==> src/rtl/core/vzpm_pkg.sv <==
package vzpm_pkg;

	localparam int COORD_BITS_DEF = 32;
	localparam int FRAME_BITS_DEF = 16;
	localparam int CFG_IDX_BITS = 1;
	localparam int CFG_DATA_BITS = 16;
	localparam int COEFF_SCALE = 1000;
	// ceil(2^38 / COEFF_SCALE): exact unsigned quotient for any 32-bit dividend
	localparam logic [28:0] COEFF_RECIP = 29'd274877907;
	localparam int COEFF_RECIP_SHIFT = 38;

	localparam logic [CFG_IDX_BITS-1:0] REG_FRAME_W = 1'd0;
	localparam logic [CFG_IDX_BITS-1:0] REG_FRAME_H = 1'd1;

	localparam logic [2:0] OP_SET_POS = 3'd0;
	localparam logic [2:0] OP_SET_SIZE = 3'd1;
	localparam logic [2:0] OP_MOVE = 3'd2;
	localparam logic [2:0] OP_GROW = 3'd3;
	localparam logic [2:0] OP_ZOOM = 3'd4;
	localparam logic [2:0] OP_CONVERT = 3'd5;

	typedef struct packed {
		logic [2:0] operation;
		logic signed [31:0] arg_a;
		logic signed [31:0] arg_b;
	} in_item_t;

	typedef struct packed {
		logic signed [31:0] view_x;
		logic signed [31:0] view_y;
		logic signed [31:0] view_w;
		logic signed [31:0] view_h;
		logic signed [31:0] world_x;
		logic signed [31:0] world_y;
		logic signed [31:0] zoom_coefficient;
		logic zoom_applied;
		logic divide_error;
	} out_item_t;

	// controller -> datapath
	typedef struct packed {
		logic load;      // capture item
		logic gcd_step;  // one Euclid remainder step (uses divider)
		logic div_start; // start a division
		logic [2:0] div_sel;
		logic save;      // latch division result by div_sel
		logic apply;     // update state from item
		logic finish;    // build result
	} dp_cmd_t;

	typedef struct packed {
		logic div_busy;
		logic gcd_done;
	} dp_sts_t;

	localparam logic [2:0] DSEL_GCD = 3'd0;
	localparam logic [2:0] DSEL_XS = 3'd1;
	localparam logic [2:0] DSEL_YS = 3'd2;
	localparam logic [2:0] DSEL_COEF = 3'd3;
	localparam logic [2:0] DSEL_WX = 3'd4;
	localparam logic [2:0] DSEL_WY = 3'd5;

endpackage

==> src/rtl/core/vzpm_ctrl.sv <==
module vzpm_ctrl import vzpm_pkg::*; (
	input  logic clk,
	input  logic arst_n,
	input  logic in_valid,
	output logic in_stall,
	output logic out_valid,
	input  logic out_stall,
	input  logic [2:0] operation,
	input  logic frame_zero,
	input  dp_sts_t sts,
	output dp_cmd_t cmd
);
	localparam logic [3:0] S_IDLE = 4'd0;
	localparam logic [3:0] S_GCD = 4'd1;
	localparam logic [3:0] S_GWAIT = 4'd2;
	localparam logic [3:0] S_XS = 4'd3;
	localparam logic [3:0] S_YS = 4'd4;
	localparam logic [3:0] S_APPLY = 4'd5;
	localparam logic [3:0] S_COEF = 4'd6;
	localparam logic [3:0] S_WX = 4'd7;
	localparam logic [3:0] S_WY = 4'd8;
	localparam logic [3:0] S_DWAIT = 4'd9;
	localparam logic [3:0] S_DONE = 4'd10;

	logic [3:0] st_q, nxt_q;
	logic [2:0] dsel_q;
	logic [2:0] op_q;
	logic ov_q;
	logic take;

	assign in_stall = (st_q != S_IDLE) || (ov_q && out_stall);
	assign take = in_valid && !in_stall;
	assign out_valid = ov_q;

	always_comb begin
		cmd = '0;
		cmd.load = take;
		case (st_q)
			S_GCD: begin
				cmd.div_sel = DSEL_GCD;
				cmd.gcd_step = !sts.gcd_done;
			end
			S_GWAIT: begin
				cmd.div_sel = DSEL_GCD;
				cmd.save = !sts.div_busy;
			end
			S_XS, S_YS, S_COEF, S_WX, S_WY: begin
				cmd.div_sel = (st_q == S_XS) ? DSEL_XS : (st_q == S_YS) ? DSEL_YS :
					(st_q == S_COEF) ? DSEL_COEF : (st_q == S_WX) ? DSEL_WX : DSEL_WY;
				cmd.div_start = 1'b1;
			end
			S_DWAIT: begin
				cmd.div_sel = dsel_q;
				cmd.save = !sts.div_busy;
			end
			S_APPLY: cmd.apply = 1'b1;
			S_DONE: cmd.finish = 1'b1;
			default: ;
		endcase
	end

	always_ff @(posedge clk or negedge arst_n) begin
		if (!arst_n) begin
			st_q <= S_IDLE;
			nxt_q <= S_IDLE;
			dsel_q <= DSEL_GCD;
			op_q <= '0;
			ov_q <= 1'b0;
		end else begin
			if (ov_q && !out_stall) ov_q <= 1'b0;
			// remember which division is in flight
			if (cmd.div_start) dsel_q <= cmd.div_sel;
			case (st_q)
				S_IDLE: begin
					if (take) begin
						op_q <= operation;
						st_q <= (operation == OP_ZOOM && !frame_zero) ? S_GCD : S_APPLY;
					end
				end
				S_GCD: st_q <= sts.gcd_done ? S_XS : S_GWAIT;
				S_GWAIT: if (!sts.div_busy) st_q <= S_GCD;
				S_XS: begin
					nxt_q <= S_YS;
					st_q <= S_DWAIT;
				end
				S_YS: begin
					nxt_q <= S_APPLY;
					st_q <= S_DWAIT;
				end
				S_APPLY: st_q <= S_COEF;
				S_COEF: begin
					nxt_q <= (op_q == OP_CONVERT) ? S_WX : S_DONE;
					st_q <= S_DWAIT;
				end
				S_WX: begin
					nxt_q <= S_WY;
					st_q <= S_DWAIT;
				end
				S_WY: begin
					nxt_q <= S_DONE;
					st_q <= S_DWAIT;
				end
				S_DWAIT: if (!sts.div_busy) begin
					st_q <= nxt_q;
				end
				S_DONE: begin
					ov_q <= 1'b1;
					st_q <= S_IDLE;
				end
				default: st_q <= S_IDLE;
			endcase
		end
	end
endmodule

==> config.mk <==
export PLATFORM = sky130hd
export DESIGN_NAME = vzpm_ctrl
export DESIGN_NICKNAME = d
export VERILOG_FILES = /design/src/rtl/core/vzpm_pkg.sv /design/src/rtl/core/vzpm_ctrl.sv
export SDC_FILE = /design/constraint.sdc
export NUM_CORES = 1
export LEC_CHECK = 0
export ABC_AREA = 1
export BUFFER_PORTS_ARGS = -buffer_cell sky130_fd_sc_hd__buf_2
export CORE_ASPECT_RATIO = 1.1
export CORE_MARGIN = 1.5
export CORE_UTILIZATION = 48
export CTS_BUF_LIST = sky130_fd_sc_hd__clkbuf_2 sky130_fd_sc_hd__clkbuf_4 sky130_fd_sc_hd__clkbuf_8
export DETAILED_ROUTE_END_ITERATION = 8
export GPL_TIMING_DRIVEN = 0
export PLACE_DENSITY = 0.72
export SLEW_MARGIN = 20
export SYNTH_ARGS = -nofsm -noshare
export SYNTH_HDL_FRONTEND = slang
export SYNTH_SLANG_ARGS = --single-unit
==> constraint.sdc <==
create_clock -name clk -period 2.7 [get_ports clk]
set_clock_uncertainty 0.2 [all_clocks]
set_input_delay 0.27 -clock clk [delete_from_list [all_inputs] [get_ports clk]]
set_output_delay 0.27 -clock clk [all_outputs]
set_load 0.02 [all_outputs]
After elaboration in Yosys (flattened, before gate mapping)
Cells that the tools add are included.
{ "word_totals": {"reg_bits": 15, "input_bits": 10, "output_inout_bits": 11} }
{ "op_classes": {"n_eq_ne": 15, "muxes": 20, "reduce_logical": 18} }
{ "op_table": {"columns": ["cell", "count"], "rows": [
  ["$pmux W4 S6", 1],
  ["$pmux W4 S5", 1],
  ["$eq A4 B3 Y1 const B", 4],
  ["$mux W4", 4],
  ["$eq A4 B4 Y1 const B", 3],
  ["$mux W3", 4],
  ["$mux W1", 9],
  ["$eq A4 B2 Y1 const B", 2],
  ["$eq A3 B3 Y1 const B", 2],
  ["$ne A2 B2 Y1 const B", 3],
  ["$pmux W3 S2", 1],
  ["$logic_not A1 Y1", 5],
  ["$reduce_bool A5 Y1", 1],
  ["$reduce_or A5 Y1", 1],
  ["$eq A4 B1 Y1 const B", 1],
  ["$logic_and A1 B1 Y1", 4],
  ["$logic_not A4 Y1", 1],
  ["$reduce_bool A4 Y1", 1],
  ["$reduce_and A3 Y1", 1],
  ["$reduce_and A2 Y1", 1],
  ["$reduce_bool A2 Y1", 1],
  ["$reduce_or A2 Y1", 1],
  ["$logic_or A1 B1 Y1", 1]
]} }

Logic depth before layout (Yosys ltp)
Gate-level depths: netlist (run 1).
{ "depth": {"depth_word": 6, "ltp_mapped": 10, "mapped_depth_nobuf": 9} }

Worst setup path before layout (run 1)
OpenSTA, ideal clock, no wires.
{ "synth_path": {"path_type": "register -> output", "startpoint": "reg st_q[0]", "endpoint": "out cmd[4] (netlist name)", "arrival_time_ns": 1.198, "setup_slack_ns": 1.032, "path_stages_with_launch": 5, "path_buffers": 0, "cell_sequence": "dfrtp_1 -> inv_2 -> nor2_4 -> nand2_4 -> o21ai_0"} }
{ "synth_lines": {"columns": ["item", "line", "source"], "rows": [
  ["start, declared", "vzpm_ctrl.sv:25", "logic [3:0] st_q, nxt_q;"],
  ["start signal, assigned", "vzpm_ctrl.sv:77", "st_q <= (operation == OP_ZOOM && !frame_zero) ? S_GCD : S_APPLY;"],
  ["start signal, assigned", "vzpm_ctrl.sv:80", "S_GCD: st_q <= sts.gcd_done ? S_XS : S_GWAIT;"],
  ["start signal, assigned", "vzpm_ctrl.sv:104", "st_q <= nxt_q;"],
  ["end, declared", "vzpm_ctrl.sv:11", "output dp_cmd_t cmd"]
]} }

Worst setup path after layout (run 1)
{ "layout_path": {"startpoint": "reg st_q[3]", "endpoint": "out cmd[8] (netlist name)"} }
{ "layout_between": {"elab_chain_len": 4} }
{ "layout_lines": {"columns": ["item", "line", "source"], "rows": [
  ["$reduce_bool A4 Y1", "vzpm_ctrl.sv:31", "assign in_stall = (st_q != S_IDLE) || (ov_q && out_stall);"],
  ["$logic_or A1 B1 Y1", "vzpm_ctrl.sv:31", null],
  ["$logic_not A1 Y1", "vzpm_ctrl.sv:32", "assign take = in_valid && !in_stall;"],
  ["$logic_and A1 B1 Y1", "vzpm_ctrl.sv:32", null]
]} }
No other way between the ends.

==> results.toml, run 1 <==
[status]
status = "finished clean"

[timing]
hold_ws_ns = 0.00760
tns_ns = 0
finalMaxSlewViolations = 0
hold_viol_final = 0
min_period_ns = 2.12
setup_viol = 0
period_share_pct = 78.5
slew-limit-headroom_pct = 76.6
fmax_mhz = 472
worstMarginPinSlew_ns = 0.351
rsz0062_at_grt = "no"

[placed_design]
numPortBuffers = 20
gp_congestion = 0.850
dpl_cell_area_um2 = 1030
dpl.hpwl_um = 1460

[yosys]
syn_area_um2 = 908
synth_seq_cells = 15
yosys_warnings = 0
syn_area_per_cell_um2 = 7.45
yosysTopAreaCell = "dfrtp_1"
synth.yosys.seq_area_share_pct = 41.3
synth_top_cell_area_share_pct = 41.3
syn_inst = 122
yosys-top-cells-area = "dfrtp_1 41%, nand2_1 19%, inv_1 5.4%"
synth_nets = 132
ys_types = 21

[clock_network]
htreeDepth = 1
cts.sinks = 15
root_buffer = "clkbuf_4"
cts_tree = "done"
cts-buffers-inserted = 3
clk_path_buf_depth = 2
post_cts_buffers = 0
clk_latency_ns = 0.29
cts_resized = 0
clk_pin_slew_ns = 0.10

[die]
initial_core_util_pct = 51.0
coreArea_um2 = 1780
die_area_um2 = 2160
fp.dieW_um = 44.5
die_y_um = 48.6
rows = 16
io_pins = 21

[global_route]
grt_use_total_pct = 20.7
antenna_found_initial = 0
grt_first_pass_wirelength_um = 3330
grt_pass1_vias = 790
gr-total-overflow = 0
grt_start_max_net_pins = 16

[setup_path]
cp_cell_sequence = "nor2_1 -> nand2_1 -> inv_1 -> nand3_2 -> inv_1 -> buf_4 -> buf_2"
worstSetupStartpoint = "st_q[3]$_DFFE_PN0P_"
cp-end-kind = "output port"
cpMostUsedCell = "inv_1"
max_stage_delay_ns = 0.47
cp_slowest_cell = "dfrtp_1"
cp.arrival_ns = 1.65
path_max_fanout = 6
required_ns = 2.23
rr_worst_depth = 8
cp.depth = 7
crit_buf_inv = 4
critPathTopFamily = "flip-flops"
criticalPathCategory = "flop to output port"
start_kind = "flop"
r2r-start = "st_q[3]$_DFFE_PN0P_"

[detailed_routing]
via_per_inst = 4.92
drc = 0
antenna_left = 0
first_pass_iters = 4
drt_iter0_drc = 14
vias = 812
drt-total-wl_um = 1860
wl_per_cell_um = 11.3

[final_layout]
drive_above_1_share_pct = 34.0
final_area_um2 = 1070
fin_nets = 158
synthToLayoutAreaGrowth_pct = 17.6
diodes = 0

[min_path]
min_path_cells = 3
worstHoldStart = "operation[0]"
holdCritPathClass = "primary input to flop"

[pwr]
power_density_nw_per_um2 = 1230
leakagePower_uw = 0.000641
power_uw = 1320
peakVddDrop_uv = 635

[job]
drv_cap = 0
-- logic make-up after synthesis --
| group | after synthesis | share of synthesized area, % |
|---|---|---|
| buffers and inverters | 22 | 10.9 |
| DFF | 15 | 41.3 |
| and+or+nand+nor | 70 | 38.2 |
| AOI/OAI and AO/OA | 15 | 9.64 |
-- final cells by class --
| cell class | instances | area, um^2 |
|---|---|---|
| flip-flops and latches | 15 | 375 |
| well taps | 18 | 22.5 |
| fillers | 179 | 713 |
| multi-input cells | 85 | 434 |
| inverters | 20 | 80.1 |
| clock inverters | 1 | 5.00 |
| clock buffers | 3 | 22.5 |
| plain buffers | 2 | 18.8 |
| repair buffers | 21 | 110 |
-- cell usage after synthesis --
master   count
a21oi_1      3
a31oi_1      1
buf_4        1
buf_6        1
dfrtp_1     15
inv_1       13
inv_2        6
inv_6        1
nand2_1     46
nand2_2      5
nand2_4      2
nand3_1      3
nand3_2      1
nor2_1       5
nor2_2       2
nor2_4       3
nor2_8       1
nor3_1       2
o21ai_0      6
o21ai_1      2
o21ai_2      3
-- through the flow --
step / utilization [%] / setup WS (ns) / cells
after floorplan: - / 1.03 / 122
after global placement: 57.9 / 0.931 / 160
after detailed placement: 57.9 / 0.903 / 160
after CTS: 60.0 / 0.576 / 165
after global routing: 60.0 / 0.425 / 165
final: 60.0 / 0.580 / 165
-- repair_timing --
item,in CTS,in global routing
setup endpoints to repair,0,0
hold buffers,1,0
endpoints found under the hold margin,15,0
-- routing by layer --
layer	GRT usage, %	wire length (um)	up-vias	part of all wire [%]
met5	0	0	-	0
met4	9.09	23	0	1.2
met3	5.22	57	4	3.1
met2	32.9	909	12	49
met1	25.9	867	374	47
li1	-	-	422	-
-- placed cells by master, fill, tap and decap left out --
cell	instances
a31oi_1	1
buf_6	1
nor2_4	3
nor2_8	1
buf_4	1
clkbuf_4	3
a21oi_1	3
o21ai_2	3
nand3_2	1
nand3_1	3
buf_2	20
nor2_2	2
dlygate4sd3_1	1
nor2_1	5
nor3_1	2
clkinv_2	1
o21ai_1	2
nand2_4	2
nand2_1	46
inv_6	1
o21ai_0	6
dfrtp_1	15
nand2_2	5
inv_2	6
inv_1	13
-- flip-flops by register name (all words and copies together) (netlist names) --
register	flops
out_valid	1
op_q	3
nxt_q	4
dsel_q	3
st_q	4
-- tightest hold or removal path: cells and delay by family --
kind	cells	cell delay, ns
and+or+nand+nor	2	0.10
buffers and inverters	1	0.09
-- path summary, 6_finish.rpt --
| check | to | slack [ns] |
|---|---|---|
| setup reg to reg | st_q[0]$_DFFE_PN0P_ | 1.14 |
| hold reg to reg | nxt_q[0]$_DFFE_PN0P_ | 0.29 |
| min in group asynchronous | nxt_q[1]$_DFFE_PN0P_ | 0.21 |
| setup / recovery | cmd[8] | 0.58 |
| hold / removal | op_q[0]$_DFFE_PN0P_ | 0.008 |
| max in group asynchronous | st_q[2]$_DFFE_PN0P_ | 1.83 |
-- report_power, final --
| part | leakage, uW | total (uW) | switching, uW | internal [uW] |
|---|---|---|---|---|
| Clock | 0.0000177 | 131 | 75.9 | 55.1 |
| Combinational | 0.000436 | 786 | 520 | 265 |
| Sequential | 0.000188 | 400 | 70.9 | 329 |
Power figures use the tool's default switching activity.
==> inputs of run 2 (changes only) <==
--- a/config.mk
+++ b/config.mk
@@ -13,7 +13,7 @@
 export CTS_BUF_LIST = sky130_fd_sc_hd__clkbuf_2 sky130_fd_sc_hd__clkbuf_4 sky130_fd_sc_hd__clkbuf_8
 export DETAILED_ROUTE_END_ITERATION = 8
 export GPL_TIMING_DRIVEN = 0
-export PLACE_DENSITY = 0.72
+export PLACE_DENSITY = 0.75
 export SLEW_MARGIN = 20
 export SYNTH_ARGS = -nofsm -noshare
 export SYNTH_HDL_FRONTEND = slang
==> constraint.sdc (replaced) <==
create_clock -name clk -period 1.8 [get_ports clk]
set_clock_uncertainty 0.2 [all_clocks]
set_input_delay 0.18 -clock clk [delete_from_list [all_inputs] [get_ports clk]]
set_output_delay 0.18 -clock clk [all_outputs]
set_load 0.02 [all_outputs]
==> run 2 against run 1 <==
Die area unchanged. Critical endpoint is now cmd[3]. Clock power increased by 66%. Via count increased by 17%. Worst hold slack gained 0.048 ns. First-iteration DRC count is 110% higher. Sequential cell count unchanged. Largest cell class unchanged. The flow now finishes with violations (negative setup slack). Combinational power is 120% higher. Largest power group unchanged. Register-to-register slack got worse by 1.1 ns. Sequential share of layout area is 7.1 points lower.
==> results.toml, run 2 (same netlist as run 1, synthesis figures left out) <==
[timing]
finalMaxSlewViolations = 0
finalWorstSetupSlack_ns = -0.0991
fmax_mhz = 527
slew-limit-headroom_pct = 76.6
min_period_ns = 1.90
setup_viol = 7
period_share_pct = 106
tns_ns = -0.348
hold_viol_final = 0
rsz0062_at_grt = "yes"
worstMarginPinSlew_ns = 0.352

[clock_network]
root_buffer = "clkbuf_4"
cts.sinks = 15
cts-buffers-inserted = 3
clk_latency_ns = 0.29
clk_path_buf_depth = 2
clk_pin_slew_ns = 0.09
htreeDepth = 1
cts_tree = "done"

[setup_path]
path_max_fanout = 6
cpMostUsedCell = "nand2_4"
rr_worst_depth = 9
crit_buf_inv = 4
max_stage_delay_ns = 0.38
cp_slowest_cell = "dfrtp_1"
cp.depth = 10
required_ns = 1.42
cp_cell_sequence = "buf_6 -> inv_6 -> nand2_4 -> nand2_4 -> nand2_4 -> nor2_8 -> inv_6 -> o21ai_4 -> nand2_2 -> buf_6"
cp.arrival_ns = 1.52
r2r_slack_ns = 0.06
r2r-start = "st_q[0]$_DFFE_PN0P_"
start_kind = "flop"
cp-end-kind = "output port"
critPathTopFamily = "flip-flops"
criticalPathCategory = "flop to output port"
r2r_end = "op_q[1]$_DFFE_PN0P_"
cp-endpoint = "cmd[3]"
worstSetupStartpoint = "st_q[1]$_DFFE_PN0P_"

[die]
die_area_um2 = 2160
initial_core_util_pct = 51.0
fp.dieW_um = 44.5
die_y_um = 48.6
rows = 16
io_pins = 21
coreArea_um2 = 1780

[global_route]
grt_pass1_vias = 905
grt_start_max_net_pins = 16
grt_use_total_pct = 24.4
gr-total-overflow = 0
grt_first_pass_wirelength_um = 3920
antenna_found_initial = 0

[pwr]
power_density_nw_per_um2 = 1920
peakVddDrop_uv = 1170
leakagePower_uw = 0.000759

[final_layout]
drive_above_1_share_pct = 48.2
reg.largest.list = "nxt_q x4, st_q x4"
final_core_utilization_pct = 76.0
multi_input_area_um2 = 495
fin_nets = 181
fillers = 131
diodes = 0
fin_cells = 188
synthToLayoutAreaGrowth_pct = 49.0
final_cell_mix = "42 x nand2_1, 20 x buf_4, 15 x buf_2"
final_common_cell = "nand2_1"
seqCellArea_um2 = 379

[placed_design]
dp.cells = 160
place_ws_ns = 0.0902
numPortBuffers = 20
dpl.hpwl_um = 1460
gp_congestion = 0.823

[detailed_routing]
drt-total-wl_um = 2640
wl_per_cell_um = 14.1
drt_iter0_drc = 30
vias = 948
via_per_inst = 5.04
drc = 0
antenna_left = 0
first_pass_iters = 4

[min_path]
worstHoldStart = "in_valid"
holdCritPathClass = "primary input to flop"

[job]
drv_cap = 0

[status]
violations = "negative setup slack"
status = "finished, violations left"
run 2: cell types whose count changed in the layout (fill, tap and decap cells not counted), sizes merged:
| cell | change |
|---|---|
| buf | +18 |
| dlygate4sd3 | +5 |
| clkbuf | +1 |
| clkinv | -1 |
run 2: final cells by class:
type | instances | area share, %
Multi-Input combinational cell | 85 | 36.6
Sequential cell | 15 | 28.0
Timing Repair Buffer | 45 | 24.4
Inverter | 20 | 6.28
Clock buffer | 4 | 2.22
Tap cell | 18 | 1.66
Buffer | 1 | 0.832
run 2: per-stage QoR:
step,area (um^2),hold WS [ns],power (uW)
finish,1350,0.0553,2600
floorplan,908,-0.316,1510
global placement,1030,-0.0942,1750
global route,1350,0.0787,2780
detailed placement,1030,-0.0918,1790
CTS,1260,0.0388,2320
run 2: timing repair:
item | CTS | global route
setup endpoints to repair | 6 | 8
hold endpoints to repair | 21 | 0
pin swaps | 9 | 7
setup buffers | 10 | 9
hold buffers | 6 | 0
gates resized for setup | 22 | 13
run 2: worst min-delay path by stage:
stage                             to  slack [ns]  cells past startpoint
3_5_place_dp    nxt_q[1]$_DFFE_PN0P_       -0.09                      1
5_1_grt          op_q[0]$_DFFE_PN0P_        0.08                      5
6_report         op_q[0]$_DFFE_PN0P_        0.06                      5
4_1_cts          op_q[0]$_DFFE_PN0P_        0.04                      5
3_3_place_gp   dsel_q[2]$_DFFE_PN0P_       -0.09                      1
2_1_floorplan  dsel_q[0]$_DFFE_PN0P_       -0.32                      0
run 2: power breakdown:
| group | switching, uW | leakage [uW] | internal, uW |
|---|---|---|---|
| Combinational | 994 | 0.000556 | 752 |
| Clock | 116 | 0.0000184 | 101 |
| Sequential | 140 | 0.000184 | 499 |
| Total | 1250 | 0.000759 | 1350 |
run 2: worst min-delay path: stages:
cell and delay, ns:
buf_2 0.11, nand3_2 0.09, inv_2 0.04, nand2_1 0.05, nand2_1 0.04
run 2: routing by layer:
| layer | share of wire (%) | vias up | global-route usage (%) |
|---|---|---|---|
| met1 | 47 | 445 | 32.6 |
| met3 | 4.4 | 4 | 4.10 |
| met5 | 0 | - | 0 |
| li1 | - | 466 | - |
| met4 | 1.4 | 0 | 10.6 |
| met2 | 48 | 33 | 37.9 |
